**config.mk**
```make
export PLATFORM = sky130hd
export DESIGN_NAME = midpoint_ellipse_raster
export DESIGN_NICKNAME = d
export VERILOG_FILES = /design/src/sv/mer_pkg.sv /design/src/sv/mer_ctrl.sv /design/src/sv/mer_datapath.sv /design/src/sv/midpoint_ellipse_raster.sv
export SDC_FILE = /design/constraint.sdc
export NUM_CORES = 2
export LEC_CHECK = 0
export BUFFER_PORTS_ARGS = -buffer_cell sky130_fd_sc_hd__buf_2
export CAP_MARGIN = 0
export CORE_UTILIZATION = 40
export DETAILED_ROUTE_END_ITERATION = 10
export PLACE_DENSITY = 0.56
export SYNTH_ARGS = -nofsm -noshare
export SYNTH_HDL_FRONTEND = slang
export SYNTH_HIERARCHICAL = 1
export SYNTH_SLANG_ARGS = --single-unit
```
**constraint.sdc**
```tcl
create_clock -name clock -period 12 [get_ports clock]
set_input_delay 1.2 -clock clock [delete_from_list [all_inputs] [get_ports clock]]
set_output_delay 1.2 -clock clock [all_outputs]
set_load 0.005 [all_outputs]
```
**src/sv/mer_pkg.sv**
```systemverilog
// shared types and constants for the midpoint ellipse rasterizer
// no dependencies; imported by mer_ctrl, mer_datapath and midpoint_ellipse_raster
package mer_pkg;

   localparam int PIX_W   = 14;
   localparam int COLOR_W = 24;

   typedef enum logic {
      CMD_START = 1'b0,
      CMD_STEP  = 1'b1
   } cmd_type;

   typedef enum logic [3:0] {
      DP_NONE,
      DP_LOAD,
      DP_STEP,
      DP_SQ_RX,
      DP_SQ_RY,
      DP_START_P,
      DP_START_D,
      DP_MUL_X,
      DP_MUL_Y,
      DP_STEP_D,
      DP_R2_T,
      DP_R2_A,
      DP_R2_B,
      DP_R2_C,
      DP_R2_D,
      DP_R2_E
   } dp_op_type;

   typedef struct packed {
      logic lt;
      logic region2;
      logic active;
      logic emit_free;
   } dp_status_type;

endpackage

```
**src/sv/mer_ctrl.sv**
```systemverilog
// sequencer for the ellipse rasterizer: request handshake and datapath operation order
// depends on mer_pkg
module mer_ctrl (
   input  logic                   clock,
   input  logic                   reset,
   input  logic                   req_valid,
   input  logic                   req_command,
   output logic                   req_ready,
   input  mer_pkg::dp_status_type status,
   output mer_pkg::dp_op_type     op
);
   import mer_pkg::*;

   typedef enum logic [3:0] {
      S_WAIT,
      S_SQ_RX,
      S_SQ_RY,
      S_ST_P,
      S_ST_D,
      S_MX,
      S_MY,
      S_SD,
      S_R2T,
      S_R2A,
      S_R2B,
      S_R2C,
      S_R2D,
      S_R2E
   } state_type;

   state_type state_ff, state_in;
   logic      accept;

   assign req_ready = (state_ff == S_WAIT) && status.emit_free;
   assign accept    = req_valid && req_ready;

   always_comb begin
      state_in = state_ff;
      op       = DP_NONE;
      case (state_ff)
         S_WAIT: begin
            if (accept) begin
               if (req_command == CMD_START) begin
                  op       = DP_LOAD;
                  state_in = S_SQ_RX;
               end else if (status.active) begin
                  op       = DP_STEP;
                  state_in = S_MX;
               end
            end
         end
         S_SQ_RX: begin
            op       = DP_SQ_RX;
            state_in = S_SQ_RY;
         end
         S_SQ_RY: begin
            op       = DP_SQ_RY;
            state_in = S_ST_P;
         end
         S_ST_P: begin
            op       = DP_START_P;
            state_in = S_ST_D;
         end
         S_ST_D: begin
            op       = DP_START_D;
            state_in = status.lt ? S_WAIT : S_R2T;
         end
         S_MX: begin
            op       = DP_MUL_X;
            state_in = S_MY;
         end
         S_MY: begin
            op       = DP_MUL_Y;
            state_in = S_SD;
         end
         S_SD: begin
            op       = DP_STEP_D;
            state_in = (status.region2 || status.lt) ? S_WAIT : S_R2T;
         end
         S_R2T: begin
            op       = DP_R2_T;
            state_in = S_R2A;
         end
         S_R2A: begin
            op       = DP_R2_A;
            state_in = S_R2B;
         end
         S_R2B: begin
            op       = DP_R2_B;
            state_in = S_R2C;
         end
         S_R2C: begin
            op       = DP_R2_C;
            state_in = S_R2D;
         end
         S_R2D: begin
            op       = DP_R2_D;
            state_in = S_R2E;
         end
         S_R2E: begin
            op       = DP_R2_E;
            state_in = S_WAIT;
         end
         default: begin
            state_in = S_WAIT;
         end
      endcase
   end

   always_ff @(posedge clock) begin
      if (reset) begin
         state_ff <= S_WAIT;
      end else begin
         state_ff <= state_in;
      end
   end

endmodule

```
**src/sv/mer_datapath.sv**
```systemverilog
// datapath of the ellipse rasterizer: point and decision registers, shared multiplier,
// four-pixel mirror emitter with output register; depends on mer_pkg
module mer_datapath #(
   parameter int RADIUS_BITS = 11,
   parameter int COORD_BITS  = 12
) (
   input  logic                                clock,
   input  logic                                reset,
   input  mer_pkg::dp_op_type                  op,
   output mer_pkg::dp_status_type              status,
   input  logic [COORD_BITS-1:0]               req_center_x,
   input  logic [COORD_BITS-1:0]               req_center_y,
   input  logic [RADIUS_BITS-1:0]              req_radius_x,
   input  logic [RADIUS_BITS-1:0]              req_radius_y,
   input  logic [mer_pkg::COLOR_W-1:0]         req_paint_color,
   output logic                                rsp_valid,
   input  logic                                rsp_ready,
   output logic signed [mer_pkg::PIX_W-1:0]    rsp_pixel_x,
   output logic signed [mer_pkg::PIX_W-1:0]    rsp_pixel_y,
   output logic [mer_pkg::COLOR_W-1:0]         rsp_pixel_color,
   output logic                                rsp_last_of_point,
   output logic                                rsp_ellipse_done
);
   import mer_pkg::*;

   localparam int XW  = RADIUS_BITS + 1;
   localparam int YW  = RADIUS_BITS + 2;
   localparam int SQW = 2 * RADIUS_BITS;
   localparam int DW  = 4 * RADIUS_BITS + 4;
   localparam int MA  = 2 * RADIUS_BITS + 1;
   localparam int MB  = 2 * RADIUS_BITS + 5;

   logic [COORD_BITS-1:0]  cx_ff, cx_in, cy_ff, cy_in;
   logic [COLOR_W-1:0]     color_ff, color_in;
   logic [RADIUS_BITS-1:0] rad_x_ff, rad_x_in, rad_y_ff, rad_y_in;
   logic [SQW-1:0]         rx2_ff, rx2_in, ry2_ff, ry2_in;
   logic [XW-1:0]          x_ff, x_in, ex_ff, ex_in;
   logic signed [YW-1:0]   y_ff, y_in, ey_ff, ey_in;
   logic signed [DW-1:0]   dec_ff, dec_in, prod_ff, prod_in, cmp_ff, cmp_in;
   logic                   region2_ff, region2_in, active_ff, active_in;
   logic                   diag_ff, diag_in, done_ff, done_in;
   logic                   pend_ff, pend_in;
   logic [1:0]             idx_ff, idx_in;

   logic                     rsp_valid_ff, rsp_valid_in;
   logic signed [PIX_W-1:0]  rsp_x_ff, rsp_x_in, rsp_y_ff, rsp_y_in;
   logic [COLOR_W-1:0]       rsp_color_ff, rsp_color_in;
   logic                     rsp_last_ff, rsp_last_in, rsp_done_ff, rsp_done_in;

   logic signed [MA-1:0]     mul_a;
   logic signed [MB-1:0]     mul_b;
   logic signed [MA+MB-1:0]  mul_p;
   logic                     mul_en;
   logic [XW:0]              t_val;
   logic signed [YW-1:0]     ym1;
   logic signed [DW-1:0]     rx2_e, ry2_e;
   logic                     diag_now, incx, decy, load;
   logic signed [YW-1:0]     y_step;
   logic signed [PIX_W-1:0]  cxp, cyp, exp_v, eyp;

   assign t_val = {x_ff, 1'b1};
   assign ym1   = y_ff - YW'(1);
   assign rx2_e = DW'(rx2_ff);
   assign ry2_e = DW'(ry2_ff);

   // shared multiplier operand select
   always_comb begin
      mul_a = '0;
      mul_b = '0;
      case (op)
         DP_SQ_RX: begin
            mul_a = MA'(rad_x_ff);
            mul_b = MB'(rad_x_ff);
         end
         DP_SQ_RY: begin
            mul_a = MA'(rad_y_ff);
            mul_b = MB'(rad_y_ff);
         end
         DP_START_P, DP_MUL_Y: begin
            mul_a = MA'(rx2_ff);
            mul_b = MB'(y_ff);
         end
         DP_MUL_X: begin
            mul_a = MA'(ry2_ff);
            mul_b = MB'(x_ff);
         end
         DP_R2_T: begin
            mul_a = MA'(t_val);
            mul_b = MB'(t_val);
         end
         DP_R2_A: begin
            mul_a = MA'(ry2_ff);
            mul_b = prod_ff[MB-1:0];
         end
         DP_R2_B: begin
            mul_a = MA'(ym1);
            mul_b = MB'(ym1);
         end
         DP_R2_C: begin
            mul_a = MA'(rx2_ff);
            mul_b = prod_ff[MB-1:0];
         end
         DP_R2_D: begin
            mul_a = MA'(rx2_ff);
            mul_b = MB'(ry2_ff);
         end
         default: begin
            mul_a = '0;
            mul_b = '0;
         end
      endcase
   end

   assign mul_p  = mul_a * mul_b;
   assign mul_en = op inside {DP_SQ_RX, DP_SQ_RY, DP_START_P, DP_MUL_Y, DP_MUL_X,
                              DP_R2_T, DP_R2_A, DP_R2_B, DP_R2_C, DP_R2_D};

   // next point: region one moves x, region two moves y, diagonal moves both
   assign diag_now = region2_ff ? !(!dec_ff[DW-1] && (dec_ff != '0)) : !dec_ff[DW-1];
   assign y_step   = y_ff - YW'(region2_ff || diag_now);
   assign incx     = !region2_ff || diag_ff;
   assign decy     = region2_ff || diag_ff;
   assign load     = pend_ff && (!rsp_valid_ff || rsp_ready);

   always_comb begin
      cx_in      = cx_ff;
      cy_in      = cy_ff;
      color_in   = color_ff;
      rad_x_in   = rad_x_ff;
      rad_y_in   = rad_y_ff;
      rx2_in     = rx2_ff;
      ry2_in     = ry2_ff;
      x_in       = x_ff;
      y_in       = y_ff;
      ex_in      = ex_ff;
      ey_in      = ey_ff;
      dec_in     = dec_ff;
      cmp_in     = cmp_ff;
      region2_in = region2_ff;
      active_in  = active_ff;
      diag_in    = diag_ff;
      done_in    = done_ff;
      prod_in    = mul_en ? mul_p[DW-1:0] : prod_ff;
      pend_in    = pend_ff;
      idx_in     = idx_ff;
      if (load) begin
         idx_in = idx_ff + 2'd1;
         if (idx_ff == 2'd3) begin
            pend_in = 1'b0;
         end
      end
      case (op)
         DP_LOAD: begin
            cx_in      = req_center_x;
            cy_in      = req_center_y;
            color_in   = req_paint_color;
            rad_x_in   = req_radius_x;
            rad_y_in   = req_radius_y;
            x_in       = '0;
            y_in       = YW'(req_radius_y);
            region2_in = 1'b0;
            active_in  = 1'b1;
         end
         DP_STEP: begin
            ex_in     = x_ff;
            ey_in     = y_ff;
            diag_in   = diag_now;
            x_in      = x_ff + XW'(!region2_ff || diag_now);
            y_in      = y_step;
            done_in   = region2_ff && y_step[YW-1];
            active_in = !(region2_ff && y_step[YW-1]);
            pend_in   = 1'b1;
            idx_in    = 2'd0;
         end
         DP_SQ_RY: begin
            rx2_in = prod_ff[SQW-1:0];
         end
         DP_START_P: begin
            ry2_in = prod_ff[SQW-1:0];
            cmp_in = '0;
         end
         DP_START_D: begin
            dec_in = (ry2_e <<< 2) - (prod_ff <<< 2) + rx2_e;
         end
         DP_MUL_Y: begin
            cmp_in = prod_ff;
         end
         DP_STEP_D: begin
            dec_in = dec_ff + (incx ? (cmp_ff <<< 3) : '0) - (decy ? (prod_ff <<< 3) : '0)
                     + ((region2_ff ? rx2_e : ry2_e) <<< 2);
         end
         DP_R2_B: begin
            dec_in = prod_ff;
         end
         DP_R2_D: begin
            dec_in = dec_ff + (prod_ff <<< 2);
         end
         DP_R2_E: begin
            dec_in     = dec_ff - (prod_ff <<< 2);
            region2_in = 1'b1;
         end
         default: begin
         end
      endcase
   end

   // mirrored pixel select
   assign cxp   = PIX_W'(cx_ff);
   assign cyp   = PIX_W'(cy_ff);
   assign exp_v = PIX_W'(ex_ff);
   assign eyp   = PIX_W'(ey_ff);

   always_comb begin
      rsp_valid_in = rsp_valid_ff && !rsp_ready;
      rsp_x_in     = rsp_x_ff;
      rsp_y_in     = rsp_y_ff;
      rsp_color_in = rsp_color_ff;
      rsp_last_in  = rsp_last_ff;
      rsp_done_in  = rsp_done_ff;
      if (load) begin
         rsp_valid_in = 1'b1;
         rsp_color_in = color_ff;
         rsp_last_in  = (idx_ff == 2'd3);
         rsp_done_in  = (idx_ff == 2'd3) && done_ff;
         case (idx_ff)
            2'd0: begin
               rsp_x_in = cxp + exp_v;
               rsp_y_in = cyp + eyp;
            end
            2'd1: begin
               rsp_x_in = cxp - exp_v;
               rsp_y_in = cyp + eyp;
            end
            2'd2: begin
               rsp_x_in = cxp - exp_v;
               rsp_y_in = cyp - eyp;
            end
            default: begin
               rsp_x_in = cxp + exp_v;
               rsp_y_in = cyp - eyp;
            end
         endcase
      end
   end

   always_ff @(posedge clock) begin
      if (reset) begin
         region2_ff   <= 1'b0;
         active_ff    <= 1'b0;
         pend_ff      <= 1'b0;
         idx_ff       <= 2'd0;
         rsp_valid_ff <= 1'b0;
      end else begin
         region2_ff   <= region2_in;
         active_ff    <= active_in;
         pend_ff      <= pend_in;
         idx_ff       <= idx_in;
         rsp_valid_ff <= rsp_valid_in;
      end
      cx_ff        <= cx_in;
      cy_ff        <= cy_in;
      color_ff     <= color_in;
      rad_x_ff     <= rad_x_in;
      rad_y_ff     <= rad_y_in;
      rx2_ff       <= rx2_in;
      ry2_ff       <= ry2_in;
      x_ff         <= x_in;
      y_ff         <= y_in;
      ex_ff        <= ex_in;
      ey_ff        <= ey_in;
      dec_ff       <= dec_in;
      cmp_ff       <= cmp_in;
      prod_ff      <= prod_in;
      diag_ff      <= diag_in;
      done_ff      <= done_in;
      rsp_x_ff     <= rsp_x_in;
      rsp_y_ff     <= rsp_y_in;
      rsp_color_ff <= rsp_color_in;
      rsp_last_ff  <= rsp_last_in;
      rsp_done_ff  <= rsp_done_in;
   end

   assign status.lt        = cmp_ff < prod_ff;
   assign status.region2   = region2_ff;
   assign status.active    = active_ff;
   assign status.emit_free = !pend_ff || (load && (idx_ff == 2'd3));

   assign rsp_valid         = rsp_valid_ff;
   assign rsp_pixel_x       = rsp_x_ff;
   assign rsp_pixel_y       = rsp_y_ff;
   assign rsp_pixel_color   = rsp_color_ff;
   assign rsp_last_of_point = rsp_last_ff;
   assign rsp_ellipse_done  = rsp_done_ff;

endmodule

```
**src/sv/midpoint_ellipse_raster.sv**
```systemverilog
// top level of the midpoint ellipse rasterizer
// depends on mer_pkg, mer_ctrl and mer_datapath
//
// axis-aligned midpoint ellipse rasterizer. a start request (command 0) loads center,
// radii and color, then squares the radii and sets up the region-one decision value;
// it gives no pixels. each step request (command 1) then gives four mirrored pixels
// of the current point, in the order (cx+x,cy+y), (cx-x,cy+y), (cx-x,cy-y),
// (cx+x,cy-y), and advances the point. a step uses two products on the single shared
// multiplier, and no new request is taken until the four-pixel emitter is free; the
// step on which the point crosses into region two also runs the region-two setup
// products on that multiplier, and so does a start whose first point already lies
// past the region boundary. the fourth pixel of every step carries last_of_point, the
// fourth pixel of the final point carries ellipse_done, after which the block is idle.
// a step while idle is taken and dropped. pixels on an axis come out twice.
// coordinates wrap to 14 bits.
module midpoint_ellipse_raster #(
   parameter int RADIUS_BITS = 11,
   parameter int COORD_BITS  = 12
) (
   input  logic                             clock,
   input  logic                             reset,
   // request channel
   input  logic                             req_valid,
   output logic                             req_ready,
   input  logic                             req_command,
   input  logic [COORD_BITS-1:0]            req_center_x,
   input  logic [COORD_BITS-1:0]            req_center_y,
   input  logic [RADIUS_BITS-1:0]           req_radius_x,
   input  logic [RADIUS_BITS-1:0]           req_radius_y,
   input  logic [mer_pkg::COLOR_W-1:0]      req_paint_color,
   // pixel channel
   output logic                             rsp_valid,
   input  logic                             rsp_ready,
   output logic signed [mer_pkg::PIX_W-1:0] rsp_pixel_x,
   output logic signed [mer_pkg::PIX_W-1:0] rsp_pixel_y,
   output logic [mer_pkg::COLOR_W-1:0]      rsp_pixel_color,
   output logic                             rsp_last_of_point,
   output logic                             rsp_ellipse_done
);
   import mer_pkg::*;

   dp_op_type     op;
   dp_status_type status;

   // sequencer: request handshake and operation order
   mer_ctrl u_ctrl (
      .clock       (clock),
      .reset       (reset),
      .req_valid   (req_valid),
      .req_command (req_command),
      .req_ready   (req_ready),
      .status      (status),
      .op          (op)
   );

   // point state, decision arithmetic and pixel output register
   mer_datapath #(
      .RADIUS_BITS (RADIUS_BITS),
      .COORD_BITS  (COORD_BITS)
   ) u_datapath (
      .clock             (clock),
      .reset             (reset),
      .op                (op),
      .status            (status),
      .req_center_x      (req_center_x),
      .req_center_y      (req_center_y),
      .req_radius_x      (req_radius_x),
      .req_radius_y      (req_radius_y),
      .req_paint_color   (req_paint_color),
      .rsp_valid         (rsp_valid),
      .rsp_ready         (rsp_ready),
      .rsp_pixel_x       (rsp_pixel_x),
      .rsp_pixel_y       (rsp_pixel_y),
      .rsp_pixel_color   (rsp_pixel_color),
      .rsp_last_of_point (rsp_last_of_point),
      .rsp_ellipse_done  (rsp_ellipse_done)
   );

endmodule

```
==> metrics.md <==
| Metric | Value |
|---|---|
| DR WL/cell | `23.24 µm` |
| Final net count | `6659` |
| # diodes | `0` |
| Top fanout value on the critical path | `15` |
| Worst EP arrival | `11.26 ns` |
| Placer Congestion | `0.9890` |
| Final period utilization | `91.01%` |
| Final Skew | `0.02536 ns` |
| Largest cells by area after synthesis | `fa_1 (29%), edfxtp_1 (22%), ha_1 (9.0%)` |
| Mapped Area | `50470 µm²` |
| Initial antenna violation count | `2` |
| Clock transition at path regs | `0.06 ns` |
| RSZ-0062 raised after global routing | `no` |
| Cell Rows | `129` |
| Worst Setup SP | `rsp_ready` |
| Number of global-route vias before repair | `40710` |
| CTS Sinks | `374` |
| Iteration-0 DRC Markers | `3463` |
| CTS tree | `yes` |
| Die H | `357.2 µm` |
| Slowest cell on crit path | `nor2_1` |
| Critical Path Sink Type | `register` |
| # IOs | `131` |
| Synthesis-to-finish area growth | `8.493%` |
| End of the critical path | `u_datapath/prod_ff[47]$_DFFE_PP_` |
| Setup Viol. Count Final | `0` |
| First-pass GRT wire length | `253.5 mm` |
| Post-synthesis cell type count | `102` |
| Seq/Total Area, Yosys | `22.05%` |
| Final wirelength | `166.5 mm` |
| EDFF count, synth | `364` |
| R2R cell count | `39` |
| FF-to-FF setup slack | `1.32 ns` |
| TNS Setup | `0 ns` |
| Final hold violations | `0` |
| Layout cell share with drive strength beyond 1 | `7.361%` |
| Overall via count from detail_route | `39660` |
| Vias per cell | `5.535` |
| Starting Density | `40.56%` |
| Hold Crit Class | `reg -> reg` |
| Slew Limit Fails | `0` |
| Post-synthesis register bit count | `374` |
| Slowest stage delay, CP | `0.79 ns` |
| Met1 wire length | `71.32 mm` |
| Largest area contributor in the netlist | `fa_1` |
| Total grt overflow | `0` |
| Synth cell count leaders | `inv_1 (1081), fa_1 (721), nand2_1 (569), nor2_1 (461)` |
| Syn. warnings | `6` |
| Status | `complete, no violations` |
| HP Start | `u_datapath/color_ff[0]$_DFFE_PP_` |
| CTS resizes | `0` |
| Clk Latency, worst-skew pair | `0.62 ns` |
| R2r endpoint | `u_datapath/prod_ff[47]$_DFFE_PP_` |
| Most common cell in the synthesized netlist | `inv_1` |
| Tot GR Track Use | `26.44%` |
| Clock Tree Root | `clkbuf_16` |
| Final worst path period need | `10.92 ns` |
| Die ar. | `127600 µm²` |
| First drt pass iteration count | `10` |
| Maximum clock insertion buffer count | `3` |
| Crit path kind | `in -> reg` |
| Hold-fix buffers at CTS | `0` |
| Max frequency | `91.57 MHz` |
| Headroom to the max-slew limit | `19.21%` |
| Synth Flop Type | `edfxtp_1` |
| Ys async rst share | `0%` |
| Core area | `124400 µm²` |
| Port buffer count | `130` |
| Met2 wire len | `76.62 mm` |
| Average cell area after synthesis | `9.332 µm²` |
| CP Launch Type | `primary input` |
| Residual DRC count | `0` |
| Share of the synthesized area in the top cell type | `28.60%` |
| Reg2Reg Launch Point | `u_datapath/idx_ff[0]$_SDFFE_PP0P_` |
| MaxCap Viol Count | `0` |
| Uppermost layer routed | `met5` |
| Inserted Clock Buffers | `43` |
| WL met3 | `11.86 mm` |
| Worst Max-Slew Pin Slew | `1.210 ns` |
| Detail Route Antenna Nets | `0` |
| Cells after Synth | `5409` |
| Detail Placement HPWL | `134.4 mm` |
| Post-CTS Setup Bufs | `0` |
| WP data required | `12.34 ns` |
| Largest net degree at the start of global routing | `71` |
| Die width | `357.2 µm` |
| H-tree levels | `2` |
## sequential cells by signal, indices dropped and copies added, names as in the netlist, 2 cells and up
register	flops
u_datapath/x_ff	12
u_datapath/y_ff	13
u_datapath/rad_x_ff	11
u_datapath/rx2_ff	22
u_datapath/rsp_pixel_x	14
u_ctrl/state_ff	4
u_datapath/cx_ff	12
u_datapath/cy_ff	12
u_datapath/idx_ff	2
u_datapath/dec_ff	48
u_datapath/rsp_pixel_color	24
u_datapath/ey_ff	13
u_datapath/ry2_ff	22
u_datapath/rsp_pixel_y	14
u_datapath/prod_ff	48
u_datapath/color_ff	24
u_datapath/cmp_ff	48
u_datapath/rad_y_ff	11
u_datapath/ex_ff	12
## worst min path at each step
| stage | end | cells past startpoint | slack [ns] |
|---|---|---|---|
| 2_1_floorplan | u_datapath/rsp_pixel_color[0]$_DFFE_PP_ | 0 | 0.40 |
| 3_3_place_gp | u_datapath/rsp_pixel_color[0]$_DFFE_PP_ | 0 | 0.40 |
| 3_5_place_dp | u_datapath/rsp_pixel_color[21]$_DFFE_PP_ | 0 | 0.40 |
| 4_1_cts | u_datapath/rsp_pixel_color[21]$_DFFE_PP_ | 0 | 0.42 |
| 5_1_grt | u_datapath/rsp_pixel_color[7]$_DFFE_PP_ | 0 | 0.42 |
| 6_report | u_datapath/rsp_pixel_color[0]$_DFFE_PP_ | 0 | 0.42 |
## area by class of cell
| type | instances | area (µm²) |
|---|---|---|
| Clock buffer | 53 | 1114 |
| Clock inverter | 22 | 232.7 |
| Timing Repair Buffer | 250 | 1551 |
| Tap cell | 1637 | 2048 |
| Multi-Input combinational cell | 3742 | 34600 |
| Sequential cell | 374 | 11130 |
| Inverter | 1088 | 4084 |
| Fill cell | 12260 | 69680 |
## per-stage QoR
stage	worst slack (ns)	area (µm²)	cells	hold WS (ns)	util, %
floorplan	0.2979	50520	5420	0.4003	-
global placement	0.7770	53420	7091	0.4001	42.92
detailed placement	0.6446	53420	7091	0.4045	42.92
CTS	1.249	54760	7166	0.4195	44.01
global route	0.5486	54760	7166	0.4219	44.01
finish	1.079	54760	7166	0.4173	44.01
## cells in the final DEF (no fill, tap or decap), drive strengths merged, types with 39 or more instances in the layout
cell type,n
nand2,570
buf,250
nand3,53
a21o,85
nor4,77
a21oi,215
nand4,40
xor2,84
edfxtp,364
o21ai,178
xnor2,199
clkbuf,53
fa,721
a211oi,39
nor2,463
a221o,41
inv,1087
nor3,65
ha,364
## logic make-up (layout without fill, tap and decap cells)
logic type | count (synthesis) | after routing | synth area share, %
DFF | 374 | 374 | 22.05
and+or+nand+nor | 1451 | 1451 | 12.83
muxes | 19 | 19 | 0.3842
other | 2 | 13 | 0.01488
xor gates and xnor gates | 283 | 283 | 4.911
AOI/OAI and AO/OA | 891 | 891 | 12.37
buffers and inverters | 1304 | 1413 | 9.816
adders and majority gates | 1085 | 1085 | 37.62
## critical path: cells and delay by family
| family | cells | cell delay (ns) |
|---|---|---|
| AND/OR/NAND/NOR | 10 | 2.14 |
| adder cells (fa/ha/maj) | 8 | 3.38 |
| AO/OA/AOI/OAI | 10 | 3.52 |
| buffers and inverters | 9 | 0.91 |
| XOR/XNOR | 1 | 0.09 |
## routing by layer
| metal | up-vias | track usage [%] |
|---|---|---|
| li1 | 17850 | - |
| met3 | 261 | 3.128 |
| met1 | 20050 | 36.32 |
| met4 | 4 | 9.940 |
| met5 | - | 0 |
| met2 | 1499 | 42.78 |
Power is not shown: default switching activity piles up to over one toggle a cycle in this logic, so the estimate is an artifact.
